`config.mk`:
```
export PLATFORM = sky130hd
export DESIGN_NAME = radix_integer_to_text
export DESIGN_NICKNAME = d
export VERILOG_FILES = /design/src/rtl/core/rit_pkg.sv /design/src/rtl/core/rit_csr.sv /design/src/rtl/core/rit_front.sv /design/src/rtl/core/rit_queue.sv /design/src/rtl/core/rit_back.sv /design/src/rtl/core/radix_integer_to_text.sv
export SDC_FILE = /design/constraint.sdc
export NUM_CORES = 2
export LEC_CHECK = 0
export BUFFER_PORTS_ARGS = -buffer_cell sky130_fd_sc_hd__clkbuf_2
export CAP_MARGIN = 10
export CORE_MARGIN = 4
export CORE_UTILIZATION = 30
export DETAILED_ROUTE_END_ITERATION = 16
export GPL_TIMING_DRIVEN = 0
export HOLD_SLACK_MARGIN = 0.06
export SKIP_LAST_GASP = 1
export SLEW_MARGIN = 20
export SYNTH_ARGS = -nofsm -noshare
export SYNTH_HDL_FRONTEND = slang
export SYNTH_HIERARCHICAL = 1
export SYNTH_SLANG_ARGS = --single-unit
```
`constraint.sdc`:
```
create_clock -name clock -period 23.3 [get_ports clock]
set_input_delay 1.165 -clock clock [delete_from_list [all_inputs] [get_ports clock]]
set_output_delay 1.165 -clock clock [all_outputs]
set_load 0.005 [all_outputs]
```
`src/rtl/core/rit_pkg.sv`:
```
`default_nettype none
package rit_pkg;

   localparam int MAX_BASE   = 16;
   localparam int MAX_DIGITS = 32;
   localparam int NUM_W      = 32;
   localparam int CHAR_W     = 8;
   localparam int CSR_W      = 64;
   localparam int DIGIT_W    = $clog2(MAX_BASE);
   localparam int RADIX_W    = $clog2(MAX_BASE + 1);
   localparam int SYM_W      = MAX_BASE * CHAR_W;
   localparam int NUM_BYTES  = NUM_W / CHAR_W;
   localparam int BYTE_IDX_W = $clog2(NUM_BYTES);
   localparam int STACK_IDX_W = $clog2(MAX_DIGITS);
   localparam int COUNT_W    = $clog2(MAX_DIGITS + 1);
   localparam int CSR_IDX_W  = 2;

   localparam logic [CHAR_W-1:0] CHAR_PLUS  = 8'h2B;
   localparam logic [CHAR_W-1:0] CHAR_MINUS = 8'h2D;

   localparam logic [CSR_IDX_W-1:0] CSR_BASE_LENGTH  = 2'd0;
   localparam logic [CSR_IDX_W-1:0] CSR_SYMBOLS_LOW  = 2'd1;
   localparam logic [CSR_IDX_W-1:0] CSR_SYMBOLS_HIGH = 2'd2;

   localparam logic [RADIX_W-1:0] RESET_BASE_LENGTH = RADIX_W'(10);
   localparam logic [CSR_W-1:0]   RESET_SYMBOLS_LOW  = 64'h3736353433323130;
   localparam logic [CSR_W-1:0]   RESET_SYMBOLS_HIGH = 64'h0000000000003938;

   typedef struct packed {
      logic               base_ok;
      logic [RADIX_W-1:0] radix;
      logic [SYM_W-1:0]   symbols;
   } cfg_type;

   typedef struct packed {
      logic             inval;
      logic             neg;
      logic [NUM_W-1:0] mag;
   } job_type;

   typedef struct packed {
      logic [DIGIT_W-1:0] rem;
      logic [CHAR_W-1:0]  quo;
   } div_res_type;

   typedef enum logic [4:0] {
      ST_IDLE  = 5'b00001,
      ST_DIV   = 5'b00010,
      ST_SIGN  = 5'b00100,
      ST_EMIT  = 5'b01000,
      ST_INVAL = 5'b10000
   } state_type;

   // long division of one byte, remainder carried in from the byte above
   function automatic div_res_type div_byte(logic [DIGIT_W-1:0] rem,
                                            logic [CHAR_W-1:0] din,
                                            logic [RADIX_W-1:0] radix);
      logic [DIGIT_W:0]   r;
      logic [DIGIT_W-1:0] rr;
      logic [CHAR_W-1:0]  q;
      div_res_type        res;
      rr = rem;
      q  = '0;
      for (int i = CHAR_W - 1; i >= 0; i--) begin
         r = {rr, din[i]};
         if (r >= (DIGIT_W+1)'(radix)) begin
            r    = r - (DIGIT_W+1)'(radix);
            q[i] = 1'b1;
         end
         rr = r[DIGIT_W-1:0];
      end
      res.rem = rr;
      res.quo = q;
      return res;
   endfunction

endpackage
`default_nettype wire

```
`src/rtl/core/rit_csr.sv`:
```
`default_nettype none
module rit_csr (
   input  wire logic                          clock,
   input  wire logic                          reset,
   input  wire logic                          csr_valid,
   output logic                               csr_ready,
   input  wire logic [rit_pkg::CSR_IDX_W-1:0] csr_index,
   input  wire logic [rit_pkg::CSR_W-1:0]     csr_data,
   output rit_pkg::cfg_type                   cfg
);

   logic [rit_pkg::RADIX_W-1:0] base_len_ff, base_len_in;
   logic [rit_pkg::CSR_W-1:0]   sym_lo_ff, sym_lo_in;
   logic [rit_pkg::CSR_W-1:0]   sym_hi_ff, sym_hi_in;
   logic [rit_pkg::SYM_W-1:0]   syms;
   logic [rit_pkg::CHAR_W-1:0]  s;
   logic                        ok;

   assign csr_ready = 1'b1;

   always_comb begin
      base_len_in = base_len_ff;
      sym_lo_in   = sym_lo_ff;
      sym_hi_in   = sym_hi_ff;
      if (csr_valid) begin
         case (csr_index)
            rit_pkg::CSR_BASE_LENGTH:  base_len_in = csr_data[rit_pkg::RADIX_W-1:0];
            rit_pkg::CSR_SYMBOLS_LOW:  sym_lo_in   = csr_data;
            rit_pkg::CSR_SYMBOLS_HIGH: sym_hi_in   = csr_data;
            default: ;
         endcase
      end
   end

   always_ff @(posedge clock) begin
      if (reset) begin
         base_len_ff <= rit_pkg::RESET_BASE_LENGTH;
         sym_lo_ff   <= rit_pkg::RESET_SYMBOLS_LOW;
         sym_hi_ff   <= rit_pkg::RESET_SYMBOLS_HIGH;
      end else begin
         base_len_ff <= base_len_in;
         sym_lo_ff   <= sym_lo_in;
         sym_hi_ff   <= sym_hi_in;
      end
   end

   // base check: length range, forbidden symbols, repeats within the base
   always_comb begin
      syms = rit_pkg::SYM_W'({sym_hi_ff, sym_lo_ff});
      ok   = (base_len_ff >= rit_pkg::RADIX_W'(2)) &&
             (base_len_ff <= rit_pkg::RADIX_W'(rit_pkg::MAX_BASE));
      s    = '0;
      for (int a = 0; a < rit_pkg::MAX_BASE; a++) begin
         if (rit_pkg::RADIX_W'(a) < base_len_ff) begin
            s = syms[a*rit_pkg::CHAR_W +: rit_pkg::CHAR_W];
            if (s == '0 || s == rit_pkg::CHAR_PLUS || s == rit_pkg::CHAR_MINUS) begin
               ok = 1'b0;
            end
            for (int b = a + 1; b < rit_pkg::MAX_BASE; b++) begin
               if (rit_pkg::RADIX_W'(b) < base_len_ff &&
                   syms[b*rit_pkg::CHAR_W +: rit_pkg::CHAR_W] == s) begin
                  ok = 1'b0;
               end
            end
         end
      end
   end

   assign cfg.base_ok = ok;
   assign cfg.radix   = base_len_ff;
   assign cfg.symbols = syms;

endmodule
`default_nettype wire

```
`src/rtl/core/rit_front.sv`:
```
`default_nettype none
module rit_front (
   input  wire logic                      req_tvalid,
   output logic                           req_tready,
   input  wire logic [rit_pkg::NUM_W-1:0] req_tdata,
   input  wire logic                      base_ok,
   input  wire logic                      q_full,
   output logic                           push,
   output rit_pkg::job_type               job
);

   logic neg;

   assign req_tready = !q_full;
   assign push       = req_tvalid && !q_full;
   assign neg        = req_tdata[rit_pkg::NUM_W-1];

   // negation wraps, so the most negative value keeps its magnitude
   assign job.inval = !base_ok;
   assign job.neg   = neg;
   assign job.mag   = neg ? (rit_pkg::NUM_W'(0) - req_tdata) : req_tdata;

endmodule
`default_nettype wire

```
`src/rtl/core/rit_queue.sv`:
```
`default_nettype none
module rit_queue (
   input  wire logic        clock,
   input  wire logic        reset,
   input  wire logic        push,
   input  rit_pkg::job_type push_job,
   input  wire logic        pop,
   output rit_pkg::job_type head,
   output logic             empty,
   output logic             full
);

   rit_pkg::job_type slot_ff [2];
   logic             wr_ptr_ff, wr_ptr_in;
   logic             rd_ptr_ff, rd_ptr_in;
   logic [1:0]       cnt_ff, cnt_in;

   assign empty = (cnt_ff == 2'd0);
   assign full  = (cnt_ff == 2'd2);
   assign head  = slot_ff[rd_ptr_ff];

   always_comb begin
      wr_ptr_in = wr_ptr_ff ^ push;
      rd_ptr_in = rd_ptr_ff ^ pop;
      cnt_in    = cnt_ff + {1'b0, push} - {1'b0, pop};
   end

   always_ff @(posedge clock) begin
      if (reset) begin
         wr_ptr_ff <= 1'b0;
         rd_ptr_ff <= 1'b0;
         cnt_ff    <= 2'd0;
      end else begin
         wr_ptr_ff <= wr_ptr_in;
         rd_ptr_ff <= rd_ptr_in;
         cnt_ff    <= cnt_in;
      end
   end

   always_ff @(posedge clock) begin
      if (push) begin
         slot_ff[wr_ptr_ff] <= push_job;
      end
   end

endmodule
`default_nettype wire

```
`src/rtl/core/rit_back.sv`:
```
`default_nettype none
module rit_back (
   input  wire logic                       clock,
   input  wire logic                       reset,
   input  rit_pkg::cfg_type                cfg,
   input  rit_pkg::job_type                head,
   input  wire logic                       q_empty,
   output logic                            pop,
   output logic                            rsp_tvalid,
   input  wire logic                       rsp_tready,
   output logic [rit_pkg::CHAR_W-1:0]      rsp_tdata,
   output logic                            rsp_tlast,
   output logic [0:0]                      rsp_tuser
);

   rit_pkg::state_type state_ff, state_in;
   logic [rit_pkg::NUM_W-1:0]       mag_ff, mag_in;
   logic                            neg_ff, neg_in;
   logic [rit_pkg::BYTE_IDX_W-1:0]  byte_ff, byte_in;
   logic [rit_pkg::DIGIT_W-1:0]     rem_ff, rem_in;
   logic [rit_pkg::COUNT_W-1:0]     count_ff, count_in;
   logic [rit_pkg::DIGIT_W-1:0]     stack_ff [rit_pkg::MAX_DIGITS];
   logic                            out_valid_ff, out_valid_in;
   logic [rit_pkg::CHAR_W-1:0]      out_char_ff, out_char_in;
   logic                            out_last_ff, out_last_in;
   logic                            out_inval_ff, out_inval_in;

   logic                              out_free;
   rit_pkg::div_res_type              dres;
   logic                              stack_we;
   logic [rit_pkg::STACK_IDX_W-1:0]   stack_wa;
   logic [rit_pkg::COUNT_W-1:0]       rd_pos;
   logic [rit_pkg::DIGIT_W-1:0]       rd_digit;

   assign out_free = !out_valid_ff || rsp_tready;
   assign dres     = rit_pkg::div_byte(rem_ff,
                        mag_ff[{byte_ff, 3'b000} +: rit_pkg::CHAR_W], cfg.radix);
   assign rd_pos   = count_ff - rit_pkg::COUNT_W'(1);
   assign rd_digit = stack_ff[rd_pos[rit_pkg::STACK_IDX_W-1:0]];
   assign stack_wa = count_ff[rit_pkg::STACK_IDX_W-1:0];

   always_comb begin
      state_in     = state_ff;
      mag_in       = mag_ff;
      neg_in       = neg_ff;
      byte_in      = byte_ff;
      rem_in       = rem_ff;
      count_in     = count_ff;
      pop          = 1'b0;
      stack_we     = 1'b0;
      out_valid_in = out_valid_ff && !rsp_tready;
      out_char_in  = out_char_ff;
      out_last_in  = out_last_ff;
      out_inval_in = out_inval_ff;
      case (state_ff)
         rit_pkg::ST_IDLE: begin
            if (!q_empty) begin
               pop      = 1'b1;
               mag_in   = head.mag;
               neg_in   = head.neg;
               byte_in  = rit_pkg::BYTE_IDX_W'(rit_pkg::NUM_BYTES - 1);
               rem_in   = '0;
               count_in = '0;
               state_in = head.inval ? rit_pkg::ST_INVAL : rit_pkg::ST_DIV;
            end
         end
         rit_pkg::ST_DIV: begin
            mag_in[{byte_ff, 3'b000} +: rit_pkg::CHAR_W] = dres.quo;
            if (byte_ff == '0) begin
               stack_we = 1'b1;
               count_in = count_ff + rit_pkg::COUNT_W'(1);
               rem_in   = '0;
               byte_in  = rit_pkg::BYTE_IDX_W'(rit_pkg::NUM_BYTES - 1);
               if (mag_in == '0) begin
                  state_in = neg_ff ? rit_pkg::ST_SIGN : rit_pkg::ST_EMIT;
               end
            end else begin
               rem_in  = dres.rem;
               byte_in = byte_ff - rit_pkg::BYTE_IDX_W'(1);
            end
         end
         rit_pkg::ST_SIGN: begin
            if (out_free) begin
               out_valid_in = 1'b1;
               out_char_in  = rit_pkg::CHAR_MINUS;
               out_last_in  = 1'b0;
               out_inval_in = 1'b0;
               state_in     = rit_pkg::ST_EMIT;
            end
         end
         rit_pkg::ST_EMIT: begin
            if (out_free) begin
               out_valid_in = 1'b1;
               out_char_in  = cfg.symbols[{rd_digit, 3'b000} +: rit_pkg::CHAR_W];
               out_last_in  = (count_ff == rit_pkg::COUNT_W'(1));
               out_inval_in = 1'b0;
               count_in     = rd_pos;
               if (count_ff == rit_pkg::COUNT_W'(1)) begin
                  state_in = rit_pkg::ST_IDLE;
               end
            end
         end
         rit_pkg::ST_INVAL: begin
            if (out_free) begin
               out_valid_in = 1'b1;
               out_char_in  = '0;
               out_last_in  = 1'b1;
               out_inval_in = 1'b1;
               state_in     = rit_pkg::ST_IDLE;
            end
         end
         default: begin
            state_in = rit_pkg::ST_IDLE;
         end
      endcase
   end

   always_ff @(posedge clock) begin
      if (reset) begin
         state_ff     <= rit_pkg::ST_IDLE;
         count_ff     <= '0;
         out_valid_ff <= 1'b0;
      end else begin
         state_ff     <= state_in;
         count_ff     <= count_in;
         out_valid_ff <= out_valid_in;
      end
   end

   always_ff @(posedge clock) begin
      mag_ff       <= mag_in;
      neg_ff       <= neg_in;
      byte_ff      <= byte_in;
      rem_ff       <= rem_in;
      out_char_ff  <= out_char_in;
      out_last_ff  <= out_last_in;
      out_inval_ff <= out_inval_in;
      if (stack_we) begin
         stack_ff[stack_wa] <= dres.rem;
      end
   end

   assign rsp_tvalid = out_valid_ff;
   assign rsp_tdata  = out_char_ff;
   assign rsp_tlast  = out_last_ff;
   assign rsp_tuser  = out_inval_ff;

endmodule
`default_nettype wire

```
`src/rtl/core/radix_integer_to_text.sv`:
```
// Converts each signed 32-bit number on the req stream into its text in the
// configured radix (2 to 16), most significant digit first, with a leading
// minus sign for negative numbers; the most negative value converts
// correctly. Each digit value d is sent as symbol byte d of the table held
// in the symbols_low and symbols_high registers. If the base fails its check
// (length outside 2 to 16, a zero, plus or minus symbol, or a repeated
// symbol) the number gives a single beat with character zero, tlast and the
// invalid flag in tuser. Timing: a shared divide unit takes one byte of the
// magnitude per cycle, so each digit takes one pass over its four bytes;
// then each character leaves at one per cycle while rsp_tready is high.
// A two-entry queue between the input side and the converter takes new
// numbers while one is in progress. Registers should be written only
// while the block is idle.
`default_nettype none
module radix_integer_to_text (
   input  wire logic                          clock,
   input  wire logic                          reset,
   input  wire logic                          req_tvalid,
   output logic                               req_tready,
   input  wire logic [rit_pkg::NUM_W-1:0]     req_tdata,  // [31:0] number
   output logic                               rsp_tvalid,
   input  wire logic                          rsp_tready,
   output logic [rit_pkg::CHAR_W-1:0]         rsp_tdata,  // [7:0] character
   output logic                               rsp_tlast,
   output logic [0:0]                         rsp_tuser,  // [0] base_invalid
   input  wire logic                          csr_valid,
   output logic                               csr_ready,
   input  wire logic [rit_pkg::CSR_IDX_W-1:0] csr_index,
   input  wire logic [rit_pkg::CSR_W-1:0]     csr_data
);

   rit_pkg::cfg_type cfg;
   rit_pkg::job_type push_job;
   rit_pkg::job_type head;
   logic             push;
   logic             pop;
   logic             q_empty;
   logic             q_full;

   rit_csr u_csr (
      .clock     (clock),
      .reset     (reset),
      .csr_valid (csr_valid),
      .csr_ready (csr_ready),
      .csr_index (csr_index),
      .csr_data  (csr_data),
      .cfg       (cfg)
   );

   rit_front u_front (
      .req_tvalid (req_tvalid),
      .req_tready (req_tready),
      .req_tdata  (req_tdata),
      .base_ok    (cfg.base_ok),
      .q_full     (q_full),
      .push       (push),
      .job        (push_job)
   );

   rit_queue u_queue (
      .clock    (clock),
      .reset    (reset),
      .push     (push),
      .push_job (push_job),
      .pop      (pop),
      .head     (head),
      .empty    (q_empty),
      .full     (q_full)
   );

   rit_back u_back (
      .clock      (clock),
      .reset      (reset),
      .cfg        (cfg),
      .head       (head),
      .q_empty    (q_empty),
      .pop        (pop),
      .rsp_tvalid (rsp_tvalid),
      .rsp_tready (rsp_tready),
      .rsp_tdata  (rsp_tdata),
      .rsp_tlast  (rsp_tlast),
      .rsp_tuser  (rsp_tuser)
   );

endmodule
`default_nettype wire

```
==> results_dict.tcl <==
set metrics [dict create \
    finalCritPeriodShare 0.6861 \
    synthesis.nets 3649 \
    slew_violations 0 \
    io_pins 116 \
    worst_pin_slew_ns 1.249 \
    setup_viol 0 \
    dieWidth_um 337.2 \
    wire_per_inst_um 31.27 \
    finalHoldViolCount 0 \
    final_common_cell "xnor2_1" \
    finClkSkew_ns 0.04396 \
    synthTopCellsByArea "edfxtp_1 23%, xnor2_1 17%, xor2_1 11%" \
    whs_ns 0.5124 \
    grt_pass1_vias 28440 \
    hold_buffers 0 \
    synth_area_um2 32520 \
    r2r-end "u_back/state_ff[1]" \
    netlist_instances 3483 \
    syn_avg_cell_area_um2 9.336 \
    holdPathEnd "u_back/count_ff[5]" \
    synth-seq-cells 394 \
    min_path_type "reg2reg" \
    clkLatencyLatePin_ns 0.63 \
    multi_input_area_um2 20210 \
    die_h_um 337.2 \
    synth.distinct_cells 89 \
    maxSlewHeadroom 0.1670 \
    yosysTopAreaCell "edfxtp_1" \
    worstPathRequired_ns 23.78 \
    clock_sinks 394 \
    gr-usage-all-layers 0.2708 \
    root_buffer "clkbuf_16" \
    final_nets 3819 \
    cap_violations 0 \
    dp_hpwl_um 115700 \
    hold_path_depth 2 \
    synth_ff_type "edfxtp_1" \
    place_congestion 1.094 \
    synth_edf_count 245 \
    cts_tree "done" \
    r2r-start "u_csr/base_len_ff[1]" \
    crit_slowest_cell "a21oi_1" \
    finalSetupTns_ns 0 \
    fillCellCount 10920 \
    grt_pass1_wl_um 219200 \
    dr.pass1.iters 7 \
    grt_max_degree 34 \
    critPathKind "reg2reg" \
    ys_seq_area_frac 0.3180 \
    rrSetupSlack_ns 7.31 \
    numCtsBuffers 45 \
    critPathCaptureType "register" \
    clk_pin_slew_ns 0.07 \
    synth_top_area_frac 0.2262 \
    cp_max_fo 13 \
    critPathLaunchType "register" \
    drc 0 \
    crit_arrival_ns 16.46 \
    reg2regPathDepth 54 \
    postRouteAntennaNets 0 \
    vias 30340 \
    htreeDepth 2 \
    initial_core_util 0.3029 \
    clock.fmax_mhz 62.56 \
    outcome "finished, final reports clean" \
    die_area_um2 113700 \
    min_period_ns 15.99 \
    ys_warn_count 6 \
    min_from "u_back/count_ff[5]" \
    rows 120 \
    clk_path_buf_depth 3 \
    seqCellArea_um2 10340 \
    routed_wl_um 159500 \
    area_delta_synth_final_pct 12.60 \
    cp_common_cell "a21o_1" \
    antenna_found_initial 9 \
    drive_gt1_frac 0.1672 \
    ys_async_sr_fraction 0 \
    portBuffers 114 \
    grt_overflow 0 \
    via_per_inst 5.950 \
    layout_common_cells "620 x xnor2_1, 405 x xor2_1, 323 x nand2_1, 259 x buf_2, 245 x edfxtp_1" \
    post_cts.repair.setup_buffers 0 \
    cpPeakStageDelay_ns 0.77 \
    coreArea_um2 107400 \
    ctsResizeCount 0 \
    drtIter0Drc 4501 \
    rsz0062_at_grt "no" \
]
==> stage by stage <==
| step | cell area, um2 | utilization | setup slack, ns | instances |
|---|---|---|---|---|
| 2_1_floorplan | 32520 | - | 9.500 | 3483 |
| 3_3_place_gp | 34840 | 0.3246 | 5.460 | 5000 |
| 3_5_place_dp | 35100 | 0.3270 | 7.389 | 5009 |
| 4_1_cts | 36600 | 0.3409 | 7.369 | 5093 |
| 5_1_grt | 36600 | 0.3409 | 6.198 | 5093 |
| 6_report | 36620 | 0.3411 | 7.314 | 5099 |
==> state kept, by name (all words and copies together), names as in the netlist, 4 cells and up <==
name,cells
u_back/count_ff,6
u_csr/base_len_ff,5
u_back/state_ff,5
u_back/rem_ff,4
u_back/stack_ff,128
u_back/mag_ff,32
u_queue/slot_ff,68
u_csr/sym_lo_ff,64
u_back/rsp_tdata,8
u_csr/sym_hi_ff,64
==> worst max path at each step <==
| stage | cells past startpoint | slack, ns | from | end |
|---|---|---|---|---|
| 3_5_place_dp | 56 | 7.39 | u_csr/base_len_ff[1] | u_back/state_ff[3] |
| 2_1_floorplan | 52 | 9.50 | u_back/byte_ff[0] | u_back/stack_ff[0][3] |
| 5_1_grt | 56 | 6.20 | u_csr/base_len_ff[1] | u_back/state_ff[3] |
| 6_report | 54 | 7.31 | u_csr/base_len_ff[1] | u_back/state_ff[1] |
| 4_1_cts | 56 | 7.37 | u_csr/base_len_ff[1] | u_back/state_ff[1] |
| 3_3_place_gp | 51 | 5.46 | u_csr/base_len_ff[1] | u_back/stack_ff[14][3] |
==> cell usage after synthesis (45+ instances only) <==
cell type / n
nand2_1: 323
edfxtp_1: 245
dfxtp_1: 149
mux2i_1: 73
a21oi_1: 148
nor3_1: 70
ha_1: 55
clkbuf_1: 74
nor4_1: 137
xor2_1: 405
xnor2_1: 620
nand4_1: 156
nand3b_1: 45
nor2_1: 135
buf_2: 259
nand3_1: 67
==> metal layers <==
metal  routed length, um  GRT usage  part of all wire
met3               22200    0.09928              0.14
met4               12300     0.1658             0.077
met5                  39          0           0.00024
met1               61850     0.3492              0.39
met2               63080     0.3831              0.40
==> critical path, delay by kind of cell, from the launching register on <==
| family | cells | cell delay, ns |
|---|---|---|
| and+or+nand+nor | 5 | 1.30 |
| buffers and inverters | 5 | 1.69 |
| adders and majority gates | 8 | 2.63 |
| AOI/OAI and AO/OA | 32 | 8.04 |
| DFF | 1 | 0.65 |
| muxes | 4 | 1.52 |
==> cells by family (layout without fill, tap and decap cells) <==
| family | count (synthesis) | after routing | synth area share |
|---|---|---|---|
| muxes | 171 | 171 | 0.07518 |
| other | 1 | 7 | 0.0001153 |
| AOI/OAI and AO/OA | 402 | 402 | 0.08215 |
| DFF | 394 | 394 | 0.3180 |
| adders and majority gates | 63 | 63 | 0.02609 |
| xor gates and xnor gates | 1026 | 1026 | 0.2768 |
| buffers and inverters | 414 | 621 | 0.06318 |
| and+or+nand+nor | 1012 | 1012 | 0.1586 |
==> final cells by class <==
| type | instances | share of cell area |
|---|---|---|
| Clock inverter | 32 | 0.009158 |
| Timing Repair Buffer | 123 | 0.02016 |
| Tap cell | 1403 | 0.04794 |
| Clock buffer | 52 | 0.03178 |
| Sequential cell | 394 | 0.2824 |
| Inverter | 47 | 0.004818 |
| Multi-Input combinational cell | 2675 | 0.5520 |
| Buffer | 367 | 0.05129 |
| Antenna cell | 6 | 0.0004101 |
Power is not shown: default switching activity piles up to over one toggle a cycle in this logic, so the estimate is an artifact.
